File: src/rtl/core/source_layout_feature_counter_core_defines.svh
// Assertion macros for the source layout feature counter core.
// Included by the RTL files that carry concurrent checks; no other dependencies.
`ifndef SOURCE_LAYOUT_FEATURE_COUNTER_CORE_DEFINES_SVH
`define SOURCE_LAYOUT_FEATURE_COUNTER_CORE_DEFINES_SVH

`ifndef ASSERT_OFF
// Property checked on every rising clk_i edge, skipped while rst_ni is low.
`define SLFC_ASSERT(lbl, prop) \
  lbl: assert property (@(posedge clk_i) disable iff (!rst_ni) (prop)) \
    else $error("slfc check failed");
// Condition that must never be seen on a rising clk_i edge out of reset.
`define SLFC_ASSERT_NEVER(lbl, cond) \
  lbl: assert property (@(posedge clk_i) disable iff (!rst_ni) !(cond)) \
    else $error("slfc forbidden condition seen");
`else
`define SLFC_ASSERT(lbl, prop)
`define SLFC_ASSERT_NEVER(lbl, cond)
`endif

`endif

File: src/rtl/core/slfc_pkg.sv
// Shared constants and types for the source layout feature counter.
// No dependencies; used by the core top, front end, queue and back end.
package slfc_pkg;

  // Character codes the front end looks for
  localparam logic [7:0] CHAR_TAB    = 8'h09;
  localparam logic [7:0] CHAR_LF     = 8'h0A;
  localparam logic [7:0] CHAR_CR     = 8'h0D;
  localparam logic [7:0] CHAR_SPACE  = 8'h20;
  localparam logic [7:0] CHAR_LBRACE = 8'h7B;
  // isspace range (tab through CR)
  localparam logic [7:0] WS_LO       = 8'h09;
  localparam logic [7:0] WS_HI       = 8'h0D;

  // Result ratio width and the fraction bits of the whitespace ratio
  localparam int RATIO_W      = 16;
  localparam int WS_FRAC_BITS = 8;

  // Snapshot queue between front and back end
  localparam int QUEUE_DEPTH = 2;
  localparam int QPTR_W      = $clog2(QUEUE_DEPTH);
  localparam int QCNT_W      = $clog2(QUEUE_DEPTH + 1);

  // Queue status seen by both ends
  typedef struct packed {
    logic full;
    logic not_empty;
  } q_status_t;

  // Ratio being divided in the back end
  typedef enum logic [1:0] {
    OP_TAB   = 2'd0,
    OP_SPACE = 2'd1,
    OP_EMPTY = 2'd2,
    OP_WS    = 2'd3
  } op_e;

  // Back end sequencer
  typedef enum logic [2:0] {
    S_IDLE = 3'b001,
    S_DIV  = 3'b010,
    S_HOLD = 3'b100
  } back_state_e;

endpackage

File: src/rtl/core/slfc_in_if.sv
// Byte input channel: valid/ready handshake with one text byte per transaction.
// Depends on nothing.
interface slfc_in_if;
  logic       valid;
  logic       ready;
  logic [7:0] char_byte;
  logic       final_byte;

  modport source (output valid, char_byte, final_byte, input ready);
  modport sink   (input valid, char_byte, final_byte, output ready);
endinterface

File: src/rtl/core/slfc_out_if.sv
// Result channel: valid/ready handshake, one feature record per transaction.
// Depends on nothing.
interface slfc_out_if;
  logic        valid;
  logic        ready;
  logic [15:0] tab_ratio;
  logic [15:0] space_ratio;
  logic [15:0] empty_line_ratio;
  logic [15:0] whitespace_ratio;
  logic        brace_own_line;
  logic        tab_indent_dominant;

  modport source (output valid, tab_ratio, space_ratio, empty_line_ratio,
                  whitespace_ratio, brace_own_line, tab_indent_dominant,
                  input ready);
  modport sink   (input valid, tab_ratio, space_ratio, empty_line_ratio,
                  whitespace_ratio, brace_own_line, tab_indent_dominant,
                  output ready);
endinterface

File: src/rtl/core/source_layout_feature_counter_core.sv
// Source layout feature counter core: byte-rate front end, snapshot queue, divider back end.
// Throughput: one byte per cycle while the snapshot queue has room; the back end works on one
// file at a time and forms one quotient bit per cycle.
// The two-entry queue holds pending files; input stalls only when it is full.
// Reset (rst_ni low, asynchronous) clears all counters, the queue and the result valid.
module source_layout_feature_counter_core #(
  parameter int COUNT_WIDTH   = 24,
  parameter int FRACTION_BITS = 16
) (
  input  logic        clk_i,
  input  logic        rst_ni,
  slfc_in_if.sink     in_i,
  slfc_out_if.source  out_o
);

  localparam int SNAP_W = 5 * COUNT_WIDTH + 2;

  slfc_pkg::q_status_t q_stat;
  logic                push;
  logic                pop;
  logic [SNAP_W-1:0]   push_data;
  logic [SNAP_W-1:0]   pop_data;

  // Byte classification and counting
  slfc_front #(
    .COUNT_WIDTH (COUNT_WIDTH)
  ) u_front (
    .clk_i       (clk_i),
    .rst_ni      (rst_ni),
    .in_i        (in_i),
    .q_stat_i    (q_stat),
    .push_o      (push),
    .push_data_o (push_data)
  );

  // Per-file snapshots awaiting division
  slfc_queue #(
    .W (SNAP_W)
  ) u_queue (
    .clk_i       (clk_i),
    .rst_ni      (rst_ni),
    .push_i      (push),
    .push_data_i (push_data),
    .pop_i       (pop),
    .pop_data_o  (pop_data),
    .stat_o      (q_stat)
  );

  // Ratio division and result register
  slfc_back #(
    .COUNT_WIDTH   (COUNT_WIDTH),
    .FRACTION_BITS (FRACTION_BITS)
  ) u_back (
    .clk_i      (clk_i),
    .rst_ni     (rst_ni),
    .q_stat_i   (q_stat),
    .pop_data_i (pop_data),
    .q_pop_o    (pop),
    .out_o      (out_o)
  );

endmodule

File: src/rtl/core/slfc_front.sv
// Front end: classifies each byte and updates the saturating layout counters.
// Depends on slfc_pkg and slfc_in_if; pushes a per-file snapshot to slfc_queue.
module slfc_front #(
  parameter int COUNT_WIDTH = 24
) (
  input  logic                       clk_i,
  input  logic                       rst_ni,
  slfc_in_if.sink                    in_i,
  input  slfc_pkg::q_status_t        q_stat_i,
  output logic                       push_o,
  output logic [5*COUNT_WIDTH+1:0]   push_data_o
);

  localparam int CW = COUNT_WIDTH;

  logic          in_fire;
  logic [7:0]    c;
  logic          is_ws, is_tab, is_space, is_lf, is_cr, is_lbrace;

  logic [CW-1:0] byte_q, byte_d, byte_n;
  logic [CW-1:0] tab_q, tab_d, tab_n;
  logic [CW-1:0] space_q, space_d, space_n;
  logic [CW-1:0] ws_q, ws_d, ws_n;
  logic [CW-1:0] empty_q, empty_d, empty_n;
  logic [CW-1:0] tab_led_q, tab_led_d, tab_led_n;
  logic [CW-1:0] space_led_q, space_led_d, space_led_n;
  logic signed [CW:0] brace_q, brace_d, brace_n;
  logic          blank_q, blank_d, blank_n;
  logic          prior_lf_q, prior_lf_d;
  logic          brace_at_max, brace_at_min;
  logic          brace_pos, tab_dom;

  // Accept a byte whenever the snapshot queue has room
  assign in_i.ready = !q_stat_i.full;
  assign in_fire    = in_i.valid && in_i.ready;
  assign c          = in_i.char_byte;

  // Byte classification
  always_comb begin
    is_ws     = c inside {[slfc_pkg::WS_LO:slfc_pkg::WS_HI], slfc_pkg::CHAR_SPACE};
    is_tab    = (c == slfc_pkg::CHAR_TAB);
    is_space  = (c == slfc_pkg::CHAR_SPACE);
    is_lf     = (c == slfc_pkg::CHAR_LF);
    is_cr     = (c == slfc_pkg::CHAR_CR);
    is_lbrace = (c == slfc_pkg::CHAR_LBRACE);
  end

  // Saturating counter updates: add one unless already all ones
  always_comb begin
    byte_n      = byte_q      + CW'(~&byte_q);
    tab_n       = tab_q       + CW'(is_tab && ~&tab_q);
    space_n     = space_q     + CW'(is_space && ~&space_q);
    ws_n        = ws_q        + CW'(is_ws && ~&ws_q);
    empty_n     = empty_q     + CW'(prior_lf_q && (is_lf || is_cr) && ~&empty_q);
    tab_led_n   = tab_led_q   + CW'(prior_lf_q && is_tab && ~&tab_led_q);
    space_led_n = space_led_q + CW'(prior_lf_q && is_space && ~&space_led_q);
  end

  // Brace balance: up for a brace that opens its line, down otherwise
  always_comb begin
    brace_at_max = (brace_q == {1'b0, {CW{1'b1}}});
    brace_at_min = (brace_q == {1'b1, {CW{1'b0}}});
    brace_n      = brace_q;
    if (is_lbrace) begin
      if (blank_q) begin
        if (!brace_at_max) brace_n = brace_q + (CW+1)'(1);
      end else begin
        if (!brace_at_min) brace_n = brace_q - (CW+1)'(1);
      end
    end
  end

  // Blank-line tracking
  always_comb begin
    if (is_lf) begin
      blank_n = 1'b1;
    end else if (!is_ws) begin
      blank_n = 1'b0;
    end else begin
      blank_n = blank_q;
    end
  end

  // Result flags from the counts that include the last byte
  assign brace_pos = !brace_n[CW] && (brace_n != '0);
  assign tab_dom   = (tab_led_n > space_led_n);

  // Snapshot to the back end on the file's last byte
  assign push_o      = in_fire && in_i.final_byte;
  assign push_data_o = {tab_dom, brace_pos, ws_n, empty_n, space_n, tab_n, byte_n};

  // Next state: advance on each transaction, return to reset after the last byte
  always_comb begin
    byte_d      = byte_q;
    tab_d       = tab_q;
    space_d     = space_q;
    ws_d        = ws_q;
    empty_d     = empty_q;
    tab_led_d   = tab_led_q;
    space_led_d = space_led_q;
    brace_d     = brace_q;
    blank_d     = blank_q;
    prior_lf_d  = prior_lf_q;
    if (in_fire) begin
      if (in_i.final_byte) begin
        byte_d      = '0;
        tab_d       = '0;
        space_d     = '0;
        ws_d        = '0;
        empty_d     = '0;
        tab_led_d   = '0;
        space_led_d = '0;
        brace_d     = '0;
        blank_d     = 1'b1;
        prior_lf_d  = 1'b0;
      end else begin
        byte_d      = byte_n;
        tab_d       = tab_n;
        space_d     = space_n;
        ws_d        = ws_n;
        empty_d     = empty_n;
        tab_led_d   = tab_led_n;
        space_led_d = space_led_n;
        brace_d     = brace_n;
        blank_d     = blank_n;
        prior_lf_d  = is_lf;
      end
    end
  end

  // State registers
  always_ff @(posedge clk_i or negedge rst_ni) begin
    if (!rst_ni) begin
      byte_q      <= '0;
      tab_q       <= '0;
      space_q     <= '0;
      ws_q        <= '0;
      empty_q     <= '0;
      tab_led_q   <= '0;
      space_led_q <= '0;
      brace_q     <= '0;
      blank_q     <= 1'b1;
      prior_lf_q  <= 1'b0;
    end else begin
      byte_q      <= byte_d;
      tab_q       <= tab_d;
      space_q     <= space_d;
      ws_q        <= ws_d;
      empty_q     <= empty_d;
      tab_led_q   <= tab_led_d;
      space_led_q <= space_led_d;
      brace_q     <= brace_d;
      blank_q     <= blank_d;
      prior_lf_q  <= prior_lf_d;
    end
  end

endmodule

File: src/rtl/core/slfc_queue.sv
// Two-entry snapshot queue between the front end and the divider back end.
// Depends on slfc_pkg and the assertion macro header.
`include "source_layout_feature_counter_core_defines.svh"

module slfc_queue #(
  parameter int W = 122
) (
  input  logic                clk_i,
  input  logic                rst_ni,
  input  logic                push_i,
  input  logic [W-1:0]        push_data_i,
  input  logic                pop_i,
  output logic [W-1:0]        pop_data_o,
  output slfc_pkg::q_status_t stat_o
);

  logic [W-1:0]                  mem_q [slfc_pkg::QUEUE_DEPTH];
  logic [slfc_pkg::QPTR_W-1:0]   wr_ptr_q, wr_ptr_d;
  logic [slfc_pkg::QPTR_W-1:0]   rd_ptr_q, rd_ptr_d;
  logic [slfc_pkg::QCNT_W-1:0]   count_q, count_d;

  // Status and head entry
  assign stat_o.full      = (count_q == slfc_pkg::QCNT_W'(slfc_pkg::QUEUE_DEPTH));
  assign stat_o.not_empty = (count_q != '0);
  assign pop_data_o       = mem_q[rd_ptr_q];

  // Pointer and fill count update
  always_comb begin
    wr_ptr_d = wr_ptr_q;
    rd_ptr_d = rd_ptr_q;
    count_d  = count_q;
    if (push_i) wr_ptr_d = wr_ptr_q + slfc_pkg::QPTR_W'(1);
    if (pop_i)  rd_ptr_d = rd_ptr_q + slfc_pkg::QPTR_W'(1);
    if (push_i && !pop_i) begin
      count_d = count_q + slfc_pkg::QCNT_W'(1);
    end else if (pop_i && !push_i) begin
      count_d = count_q - slfc_pkg::QCNT_W'(1);
    end
  end

  always_ff @(posedge clk_i or negedge rst_ni) begin
    if (!rst_ni) begin
      wr_ptr_q <= '0;
      rd_ptr_q <= '0;
      count_q  <= '0;
    end else begin
      wr_ptr_q <= wr_ptr_d;
      rd_ptr_q <= rd_ptr_d;
      count_q  <= count_d;
    end
  end

  // Storage
  always_ff @(posedge clk_i) begin
    if (push_i) mem_q[wr_ptr_q] <= push_data_i;
  end

  // Checks
  `SLFC_ASSERT_NEVER(a_push_when_full, push_i && stat_o.full)
  `SLFC_ASSERT_NEVER(a_pop_when_empty, pop_i && !stat_o.not_empty)
  `SLFC_ASSERT(a_count_bound, count_q <= slfc_pkg::QCNT_W'(slfc_pkg::QUEUE_DEPTH))
  `SLFC_ASSERT(a_count_push, (push_i && !pop_i) |=> (count_q == $past(count_q) + 2'd1))

endmodule

File: src/rtl/core/slfc_back.sv
// Back end: shared restoring divider that forms the four ratios of one file.
// Depends on slfc_pkg, slfc_out_if and the assertion macro header.
`include "source_layout_feature_counter_core_defines.svh"

module slfc_back #(
  parameter int COUNT_WIDTH   = 24,
  parameter int FRACTION_BITS = 16
) (
  input  logic                      clk_i,
  input  logic                      rst_ni,
  input  slfc_pkg::q_status_t       q_stat_i,
  input  logic [5*COUNT_WIDTH+1:0]  pop_data_i,
  output logic                      q_pop_o,
  slfc_out_if.source                out_o
);

  localparam int CW     = COUNT_WIDTH;
  localparam int RW     = slfc_pkg::RATIO_W;
  localparam int STEP_W = $clog2(COUNT_WIDTH + FRACTION_BITS);
  localparam logic [STEP_W-1:0] LAST_FRAC = STEP_W'(COUNT_WIDTH + FRACTION_BITS - 1);
  localparam logic [STEP_W-1:0] LAST_WS   =
    STEP_W'(COUNT_WIDTH + slfc_pkg::WS_FRAC_BITS - 1);
  localparam logic [RW-1:0] CAP_FRAC = (FRACTION_BITS >= RW) ? {RW{1'b1}} :
                                       RW'((64'd1 << FRACTION_BITS) - 64'd1);

  slfc_pkg::back_state_e state_q, state_d;
  slfc_pkg::op_e         op_q, op_d;

  logic [CW-1:0]     byte_q, byte_d, tab_q, tab_d, space_q, space_d;
  logic [CW-1:0]     empty_q, empty_d, ws_q, ws_d;
  logic              brace_pos_q, brace_pos_d, tab_dom_q, tab_dom_d;
  logic [CW-1:0]     rem_q, rem_d, num_q, num_d;
  logic [RW-1:0]     quot_q, quot_d;
  logic              ovf_q, ovf_d;
  logic [STEP_W-1:0] step_q, step_d;
  logic [RW-1:0]     res_q [4];
  logic [RW-1:0]     res_d [4];

  logic              out_valid_q, out_valid_d;
  logic [RW-1:0]     out_tab_q, out_space_q, out_empty_q, out_ws_q;
  logic              out_brace_q, out_dom_q, out_load;

  logic [CW-1:0]     den;
  logic [CW:0]       shifted, diff;
  logic              ge, ovf_nx, op_done;
  logic [CW-1:0]     rem_nx;
  logic [RW-1:0]     quot_nx, cap, res_val;
  logic [STEP_W-1:0] last;

  // One divider step: bring down the next dividend bit, subtract if it fits
  always_comb begin
    if (op_q == slfc_pkg::OP_WS) begin
      den  = byte_q - ws_q;
      cap  = {RW{1'b1}};
      last = LAST_WS;
    end else begin
      den  = byte_q;
      cap  = CAP_FRAC;
      last = LAST_FRAC;
    end
    shifted = {rem_q, num_q[CW-1]};
    diff    = shifted - {1'b0, den};
    ge      = (shifted >= {1'b0, den});
    rem_nx  = ge ? diff[CW-1:0] : shifted[CW-1:0];
    quot_nx = {quot_q[RW-2:0], ge};
    ovf_nx  = ovf_q | quot_q[RW-1];
    // A zero divisor (no visible bytes) gives all ones and so the cap
    res_val = (ovf_nx || (quot_nx > cap)) ? cap : quot_nx;
    op_done = (step_q == last);
  end

  assign q_pop_o  = (state_q == slfc_pkg::S_IDLE) && q_stat_i.not_empty;
  assign out_load = (state_q == slfc_pkg::S_HOLD) && (!out_valid_q || out_o.ready);

  // Sequencer
  always_comb begin
    state_d     = state_q;
    op_d        = op_q;
    byte_d      = byte_q;
    tab_d       = tab_q;
    space_d     = space_q;
    empty_d     = empty_q;
    ws_d        = ws_q;
    brace_pos_d = brace_pos_q;
    tab_dom_d   = tab_dom_q;
    rem_d       = rem_q;
    num_d       = num_q;
    quot_d      = quot_q;
    ovf_d       = ovf_q;
    step_d      = step_q;
    res_d       = res_q;
    out_valid_d = out_valid_q && !out_o.ready;
    case (state_q)
      slfc_pkg::S_IDLE: begin
        if (q_pop_o) begin
          byte_d      = pop_data_i[CW-1:0];
          tab_d       = pop_data_i[2*CW-1:CW];
          space_d     = pop_data_i[3*CW-1:2*CW];
          empty_d     = pop_data_i[4*CW-1:3*CW];
          ws_d        = pop_data_i[5*CW-1:4*CW];
          brace_pos_d = pop_data_i[5*CW];
          tab_dom_d   = pop_data_i[5*CW+1];
          op_d        = slfc_pkg::OP_TAB;
          num_d       = pop_data_i[2*CW-1:CW];
          rem_d       = '0;
          quot_d      = '0;
          ovf_d       = 1'b0;
          step_d      = '0;
          state_d     = slfc_pkg::S_DIV;
        end
      end
      slfc_pkg::S_DIV: begin
        rem_d  = rem_nx;
        num_d  = {num_q[CW-2:0], 1'b0};
        quot_d = quot_nx;
        ovf_d  = ovf_nx;
        step_d = step_q + STEP_W'(1);
        if (op_done) begin
          res_d[op_q] = res_val;
          rem_d       = '0;
          quot_d      = '0;
          ovf_d       = 1'b0;
          step_d      = '0;
          case (op_q)
            slfc_pkg::OP_TAB:   num_d = space_q;
            slfc_pkg::OP_SPACE: num_d = empty_q;
            slfc_pkg::OP_EMPTY: num_d = ws_q;
            default:            num_d = '0;
          endcase
          if (op_q == slfc_pkg::OP_WS) begin
            state_d = slfc_pkg::S_HOLD;
          end else begin
            op_d = slfc_pkg::op_e'(op_q + 2'd1);
          end
        end
      end
      slfc_pkg::S_HOLD: begin
        if (out_load) begin
          out_valid_d = 1'b1;
          state_d     = slfc_pkg::S_IDLE;
        end
      end
      default: state_d = slfc_pkg::S_IDLE;
    endcase
  end

  // Control registers
  always_ff @(posedge clk_i or negedge rst_ni) begin
    if (!rst_ni) begin
      state_q     <= slfc_pkg::S_IDLE;
      op_q        <= slfc_pkg::OP_TAB;
      step_q      <= '0;
      out_valid_q <= 1'b0;
    end else begin
      state_q     <= state_d;
      op_q        <= op_d;
      step_q      <= step_d;
      out_valid_q <= out_valid_d;
    end
  end

  // Datapath registers
  always_ff @(posedge clk_i) begin
    byte_q      <= byte_d;
    tab_q       <= tab_d;
    space_q     <= space_d;
    empty_q     <= empty_d;
    ws_q        <= ws_d;
    brace_pos_q <= brace_pos_d;
    tab_dom_q   <= tab_dom_d;
    rem_q       <= rem_d;
    num_q       <= num_d;
    quot_q      <= quot_d;
    ovf_q       <= ovf_d;
    res_q       <= res_d;
    if (out_load) begin
      out_tab_q   <= res_q[slfc_pkg::OP_TAB];
      out_space_q <= res_q[slfc_pkg::OP_SPACE];
      out_empty_q <= res_q[slfc_pkg::OP_EMPTY];
      out_ws_q    <= res_q[slfc_pkg::OP_WS];
      out_brace_q <= brace_pos_q;
      out_dom_q   <= tab_dom_q;
    end
  end

  // Result channel
  assign out_o.valid               = out_valid_q;
  assign out_o.tab_ratio           = out_tab_q;
  assign out_o.space_ratio         = out_space_q;
  assign out_o.empty_line_ratio    = out_empty_q;
  assign out_o.whitespace_ratio    = out_ws_q;
  assign out_o.brace_own_line      = out_brace_q;
  assign out_o.tab_indent_dominant = out_dom_q;

  // Checks
  `SLFC_ASSERT(a_step_bound, (state_q == slfc_pkg::S_DIV) |-> (step_q <= LAST_FRAC))
  `SLFC_ASSERT_NEVER(a_pop_while_busy, q_pop_o && (state_q != slfc_pkg::S_IDLE))
  `SLFC_ASSERT(a_valid_from_hold, $rose(out_valid_q) |-> $past(state_q == slfc_pkg::S_HOLD))
  `SLFC_ASSERT(a_hold_after_ws, (state_q == slfc_pkg::S_HOLD) |-> (op_q == slfc_pkg::OP_WS))

endmodule
File: src/flat_wrapper.sv
// flat-port wrapper written by rule: the top's interface ports become plain ports
module source_layout_feature_counter_core_flat 
#(
  parameter int COUNT_WIDTH   = 24,
  parameter int FRACTION_BITS = 16
)
  (clk_i, rst_ni, in_i_valid, in_i_char_byte, in_i_final_byte, in_i_ready, out_o_valid, out_o_tab_ratio, out_o_space_ratio, out_o_empty_line_ratio, out_o_whitespace_ratio, out_o_brace_own_line, out_o_tab_indent_dominant, out_o_ready);
  slfc_in_if in_i_i ();
  slfc_out_if out_o_i ();
  input  logic clk_i;
  input  logic rst_ni;
  input wire logic [$bits(in_i_i.valid)-1:0] in_i_valid;
  input wire logic [$bits(in_i_i.char_byte)-1:0] in_i_char_byte;
  input wire logic [$bits(in_i_i.final_byte)-1:0] in_i_final_byte;
  output wire logic [$bits(in_i_i.ready)-1:0] in_i_ready;
  output wire logic [$bits(out_o_i.valid)-1:0] out_o_valid;
  output wire logic [$bits(out_o_i.tab_ratio)-1:0] out_o_tab_ratio;
  output wire logic [$bits(out_o_i.space_ratio)-1:0] out_o_space_ratio;
  output wire logic [$bits(out_o_i.empty_line_ratio)-1:0] out_o_empty_line_ratio;
  output wire logic [$bits(out_o_i.whitespace_ratio)-1:0] out_o_whitespace_ratio;
  output wire logic [$bits(out_o_i.brace_own_line)-1:0] out_o_brace_own_line;
  output wire logic [$bits(out_o_i.tab_indent_dominant)-1:0] out_o_tab_indent_dominant;
  input wire logic [$bits(out_o_i.ready)-1:0] out_o_ready;
  assign in_i_i.valid = in_i_valid;
  assign in_i_i.char_byte = in_i_char_byte;
  assign in_i_i.final_byte = in_i_final_byte;
  assign in_i_ready = in_i_i.ready;
  assign out_o_valid = out_o_i.valid;
  assign out_o_tab_ratio = out_o_i.tab_ratio;
  assign out_o_space_ratio = out_o_i.space_ratio;
  assign out_o_empty_line_ratio = out_o_i.empty_line_ratio;
  assign out_o_whitespace_ratio = out_o_i.whitespace_ratio;
  assign out_o_brace_own_line = out_o_i.brace_own_line;
  assign out_o_tab_indent_dominant = out_o_i.tab_indent_dominant;
  assign out_o_i.ready = out_o_ready;
  source_layout_feature_counter_core #(.COUNT_WIDTH(COUNT_WIDTH), .FRACTION_BITS(FRACTION_BITS)) u_core (.clk_i(clk_i), .rst_ni(rst_ni), .in_i(in_i_i), .out_o(out_o_i));
endmodule
File: config.mk
export PLATFORM = sky130hd
export DESIGN_NAME = source_layout_feature_counter_core_flat
export DESIGN_NICKNAME = d
export VERILOG_FILES = /design/src/rtl/core/slfc_pkg.sv /design/src/rtl/core/slfc_in_if.sv /design/src/rtl/core/slfc_out_if.sv /design/src/rtl/core/source_layout_feature_counter_core.sv /design/src/rtl/core/slfc_front.sv /design/src/rtl/core/slfc_queue.sv /design/src/rtl/core/slfc_back.sv /design/src/flat_wrapper.sv
export VERILOG_INCLUDE_DIRS = /design/src /design/src/rtl/core
export SDC_FILE = /design/constraint.sdc
export NUM_CORES = 1
export LEC_CHECK = 0
export BUFFER_PORTS_ARGS = -buffer_cell sky130_fd_sc_hd__buf_2
export CAP_MARGIN = 5
export CORE_UTILIZATION = 41
export DETAILED_ROUTE_END_ITERATION = 7
export REMOVE_ABC_BUFFERS = 1
export SLEW_MARGIN = 30
export SYNTH_ARGS = -nofsm -noshare
export SYNTH_HDL_FRONTEND = slang
export SYNTH_SLANG_ARGS = --single-unit
File: constraint.sdc
create_clock -name clk_i -period 10.2 [get_ports clk_i]
set_input_delay 1.53 -clock clk_i [delete_from_list [all_inputs] [get_ports clk_i]]
set_output_delay 1.53 -clock clk_i [all_outputs]
set_load 0.005 [all_outputs]
-- Yosys cells after proc, flatten, opt, wreduce, memory -nomap -nowiden
Memory sizes are Yosys's and may differ from the RTL's.
Cells that the tools add are included.
- register bits after elaboration: 504
- bits in latches: 0
- RAM bits: 244
- memory bits (read-only): 0
- input bits: 13
- memories kept: 1
- add/sub/neg operators: 17
- multiply operators: 0
- div/mod/pow operators: 0
- magnitude comparators: 7
- equality and inequality tests: 21
- shift-type cells: 0
- mux-type cells: 54
- bitwise operators: 2
- reduce and logical (&&, ||, !) cells: 54
- memory list (memory ; words ; bits a word ; rd ports ; clocked after Yosys merged registers in ; wr ports ; RTL line ; RTL):
    u_core.u_queue.mem_q ; 2 ; 122 ; 1 ; 0 ; 1 ; slfc_queue.sv:17 ; logic [W-1:0] mem_q [slfc_pkg::QUEUE_DEPTH];
- operators by type and width (operator ; number):
    24-bit two-way mux ; 13
    24-bit by 1-bit adder with 24-bit output ; 7
    24-bit AND reduction ; 7
    25-bit two-way mux ; 5
    24-bit one-hot mux with 2 select lines ; 2
    24-bit one-hot mux with 3 select lines ; 1
    64-bit bitwise mux ; 1
    16-bit two-way mux ; 4
    24-bit subtractor ; 2
    16-bit demux with 2-bit select ; 1
    16-bit one-hot mux with 2 select lines ; 1
    25-bit by 2-bit adder with 25-bit output, second input constant ; 1
    25-bit by 24-bit == test with 1-bit output, second input constant ; 1
    25-bit == test, second input constant ; 1
    25-bit by 24-bit >= comparator with 1-bit output ; 1
    25-bit nonzero test ; 1
    25-bit by 2-bit subtractor with 25-bit output, second input constant ; 1
    8-bit by 4-bit == test with 1-bit output, second input constant ; 3
    24-bit greater-than comparator ; 1
    1-bit logical AND ; 19
    6-bit two-way mux ; 3
    16-bit greater-than comparator, second input constant ; 1
    1-bit zero test ; 13
    3-bit two-way mux ; 4
    other kinds (32) ; 61

-- Longest topological paths before layout
- word-level depth: 8
- depth in mapped cells: 24

-- Modules after synthesis
From an unflattened synthesis, not the netlist that was laid out.
- cell total of the unflattened synthesis: 2823
- area, all modules: 35345.1 um^2
- modules (own cells, without submodules) (module ; times used ; cells an instance ; area an instance (um^2) ; seq. area each (um^2)):
    slfc_back ; 1 ; 993 ; 13535.5 ; 9100.0
    slfc_front ; 1 ; 1434 ; 12527.0 ; 4880.9
    slfc_queue ; 1 ; 396 ; 9282.7 ; 7427.1

-- Least setup slack after synthesis
Ideal clock, no wire load.
- path type: input to register
- from: input port in_i_final_byte
- to: memory u_core.u_queue.mem_q[0][0] (enable)
- data arrival time: 7.488 ns
- required time: 9.595 ns
- setup slack: 2.107 ns
- stages on the path: 5
- buffers on the path: 3
- cell sequence: clkbuf_1 -> clkbuf_1 -> clkbuf_1 -> nand2_1 -> nor2_1
- word-level cells in the longest chain between the ends: 3
- RTL lines (what ; RTL line ; RTL):
    start: declaration ; flat_wrapper.sv:14 ; input wire logic [$bits(in_i_i.final_byte)-1:0] in_i_final_byte;
    1-bit logical AND ; slfc_front.sv:89 ; assign push_o = in_fire && in_i.final_byte;
    1-bit two-way mux ; slfc_queue.sv:55 ; if (push_i) mem_q[wr_ptr_q] <= push_data_i;
    1-bit two-way mux (not written as such) ; slfc_queue.sv:55 ;
    end: declaration ; slfc_queue.sv:17 ;
No other way between the ends.

-- Worst setup path after layout
- from: input port in_i_char_byte[4]
- to: memory u_core.u_queue.mem_q[0][121] (data pin)
- word-level cells in the longest chain between the ends: 5
- RTL lines (what ; RTL line ; RTL):
    start: declaration ; flat_wrapper.sv:13 ; input wire logic [$bits(in_i_i.char_byte)-1:0] in_i_char_byte;
    8-bit by 4-bit == test with 1-bit output / 8-bit by 6-bit == test with 1-bit output (equally long branches) ; slfc_front.sv:41, slfc_front.sv:42 ;
    1-bit logical AND (on tied branches) (2 in a row) ; slfc_front.sv:55, slfc_front.sv:56 ;
    24-bit by 1-bit adder with 24-bit output (on tied branches) ; slfc_front.sv:55, slfc_front.sv:56 ;
    24-bit greater-than comparator (*) ; slfc_front.sv:86 ; assign tab_dom = (tab_led_n > space_led_n);
    net u_core.push_data[121] ; source_layout_feature_counter_core.sv:21 ; logic [SNAP_W-1:0] push_data;
Mark *: on every way through the listed nets, which the timed path passes. The rest lies on a longest branch.

==> impl.org <==
** GRT
- The number of antenna violations at the first check in global routing came to 1.
- The via count of the first global-routing pass is 23440.
- First-pass GRT wire length :: 130.1 mm
- Aggregate global routing overflow :: 0
- Global routing consumed, over all layers together, 18.95% of the routing resources.
- Maximum number of pins on one net before global-route repair :: 152

** Routing
- DRC violation count after routing :: 0
- Total via count after detailed routing :: 23120
- Number of optimization iterations in the first detailed-route pass :: 6
- The count of nets left with antenna violations once routing finished came out at 0.
- Post-DR wirelength/cell :: 19.56 microns
- Routed vias/inst :: 5.559
- Wire length reported by the detailed router :: 81.37 mm
- In this run, the number of DRC markers left after iteration 0 of detailed routing was 1649.

** STA
- Final Hold Slack :: 0.4144 ns
- Setup repair after global routing left no endpoint under its margin.
- Between clock sinks in the finished design, the worst skew comes to 0.03311 ns.
- Summed over all failing endpoints, the final setup total negative slack is 0 ns.
- Post-layout min period :: 5.570 ns
- The number of max-slew violations in the final report was 0.
- Timing would allow up to 179.5 MHz.
- After layout, the worst path uses 54.61% of the clock period.
- The number of hold violations in the final report is 0.
- Number of failing setup endpoints in the final timing report :: 0
- Measured against its own limit, the worst slew margin works out to 36.57%.
- Slew at the pin closest to its max-slew limit :: 0.9514 ns

** Cells and area
- u_core.u_queue.mem_q holds more flip-flops than any other register.
- Cells fill 46.41% of the core in the end.
- Of the cells placed in the final design, the portion with a size suffix greater than 1 is 12.50%.
- Antenna diode count :: 0
- The area growth from synthesis to layout is 12.08%.
- The final layout contains 3056 nets.
- Max reg flops :: 244
- Final std cells w/o fill :: 4159
- The largest registers in the layout are u_core.u_queue.mem_q: 244 flops, u_core.u_back.res_q: 64 flops, u_core.u_front.brace_q: 25 flops.

** Logic synthesis
- In this run the cell area of the synthesized design comes to 35310 sq um.
- Fraction of synthesis flops using an asynchronous set or reset pin :: 28.21%
- For this run, the number of Yosys warnings is 0.
- The share of the Yosys chip area taken by registers is 60.62%.
- Cell accounting for the most synthesized area :: edfxtp_1
- Most numerous cell in the Yosys netlist :: edfxtp_1
- Synthesis instantiated 81 different standard cells from the library.
- Top-area cell type share of the netlist area :: 45.66%
- Averaged over all synthesized cells, the footprint is 12.10 sq um.
- Cell count after synthesis :: 2918
- For this run, the leading register cell type out of synthesis is edfxtp_1.
- Post-synthesis sequential element count :: 748
- Counting flops with a built-in enable in the synthesized netlist gives 537.
- The commonest cells after synthesis are 537 x edfxtp_1, 294 x nand2_1, 209 x dfrtp_1, 182 x o21ai_0, 144 x nor2_1.
- Area contributors post-synth :: edfxtp_1 46%, dfrtp_1 15%, ha_1 3.3%

** Floorplanning
- Die area :: 87310 sq um
- Core area :: 85280 sq um
- Starting Density :: 41.41%
- For this design the top-level I/O count stands at 81.
- Overall die width :: 295.5 microns
- Floorplan row count :: 107
- Chip height :: 295.5 microns

** Placed design
- The count of buffers added on input and output ports is 80.
- Post-DP HPWL :: 53.01 mm
- Total instance count after detailed placement :: 4009
- Final weighted congestion of routability-driven global placement :: 0.8411

** CTS
- Hold repair after CTS inserted 0 buffers.
- The clock drives 748 sinks.
- The H-tree was split into 3 levels.
- The clock passes through at most 3 buffers.
- Count of buffers added by post-CTS timing repair for setup :: 0
- Clock tree synthesis inserted a total of 80 buffers.
- TritonCTS built the clock tree.
- The later pin in the worst-skew pair is clocked with a latency of 0.64 ns.
- Clock-pin slew was measured on the worst setup and hold paths at 0.06 ns.
- Gates resized during post-CTS repair numbered 0.
- In this run the clock root is driven by a clkbuf_16.

** Critical path
- The worst setup path is captured at a register.
- For this design, the slowest cell found on the critical path is nor3_1.
- Number of cell instances on the worst register-to-register path :: 18
- The worst setup path is launched from a primary input.
- Together, buffers and inverters on the worst path number 1.
- Among the stages of the critical path, the cell type that occurs most often is ha_1.
- Data on the critical path arrives at its endpoint at 5.95 ns.
- Worst path top cell family by delay :: simple AND/OR/NAND/NOR gates
- Required time of the critical path :: 10.58 ns
- The largest single stage delay on the critical path is 0.63 ns.
- Counting buffers and inverters, the worst setup path is 19 cells deep.
- The critical path goes through buf_2, nor3_1, nand2_1, nor3_1, nand2_1, a31oi_1, ha_1, ha_1, and2_1, and3_1, and3_1, nand3_1, nor2_1, xor2_1, ha_1, a21o_1, a21oi_1, o21ai_0, o31a_1.
- The setup path with the least slack is of type primary input to register.
- Along the worst path, the maximum fanout reaches 4.

** Hold path
- The path class of the tightest hold or removal check is register to register.
- Counting instances, the worst hold path has a depth of 0.

** Run
- Max capacitance violation total :: 0

** Power and ir drop
- Leakage dissipation :: 0.01525 uW
- Maximum vdd ir drop :: 0.1581 mV
- For this design the ratio of total power to cell area is 181.0 nW/um^2.

** Run status
- Run status :: finished, final reports clean
[area by class of cell]
class	count	area, sq um
Fill cell	7634	45700
Sequential cell	748	21410
Multi-Input combinational cell	1944	13100
Clock buffer	103	2161
Tap cell	1144	1431
Timing Repair Buffer	108	660.6
Clock inverter	46	569.3
Inverter	66	250.2
[worst paths after layout]
| check | startpoint | slack, ns | to |
|---|---|---|---|
| worst max-delay path | in_i_char_byte[4] | 4.63 | u_core.u_queue.mem_q[0][121] |
| worst min-delay path | u_core.u_back.res_q[47] | 0.41 | u_core.u_back.out_o.space_ratio[15] |
| worst max register to register | u_core.u_back.ws_q[0] | 4.88 | u_core.u_back.rem_q[23] |
| worst min register to register | u_core.u_back.res_q[47] | 0.41 | u_core.u_back.out_o.space_ratio[15] |
| max in group asynchronous | rst_ni | 7.84 | u_core.u_front.byte_q[8] |
| min in group asynchronous | rst_ni | 0.92 | u_core.u_front.space_led_q[15] |
[kinds of logic after synthesis]
group	after synthesis	synth area share (%)
multiplexers	168	5.109
buffers and inverters	226	2.480
XOR/XNOR	201	4.985
AND/OR/NAND/NOR	895	12.45
adder cells (fa/ha/maj)	95	3.409
AO/OA/AOI/OAI	585	10.95
flip-flops	748	60.62
[power breakdown]
part | switching, uW | leakage [uW] | internal (uW)
logic | 447 | 0.00592 | 183
clock network | 1230 | 0.00131 | 1750
registers | 131 | 0.00803 | 3420
[through the flow]
step	instance area, sq um	setup WS, ns	power, uW
6_report	39580	4.630	7165
5_1_grt	39580	4.292	7453
4_1_cts	39550	4.673	7249
3_5_place_dp	36820	4.017	4252
3_3_place_gp	36820	4.212	4234
2_1_floorplan	34680	1.773	3993
[per-layer routing]
metal,wire length (microns),GRT usage [%]
met4,2281,6.104
met1,35500,24.52
met3,3529,2.819
met5,0,0
met2,40060,32.55
[placed cells by master (no fill, tap or decap), drive strengths merged, types with 24 or more instances in the layout]
cell	synthesis	routed
nand2	294	294
o31ai	33	33
a22o	65	65
buf	22	108
nand3	107	107
xnor2	125	125
a222oi	24	24
a21oi	97	97
inv	65	71
xor2	76	76
o21ai	182	182
ha	93	93
a211oi	38	38
edfxtp	537	537
or3	28	28
nor2	144	144
nor3	86	86
clkbuf	138	103
nand4	43	43
and3	72	72
mux2i	70	70
a31oi	29	29
mux2	98	98
dfrtp	209	209
Note: power is estimated with default switching activity, not from simulation.
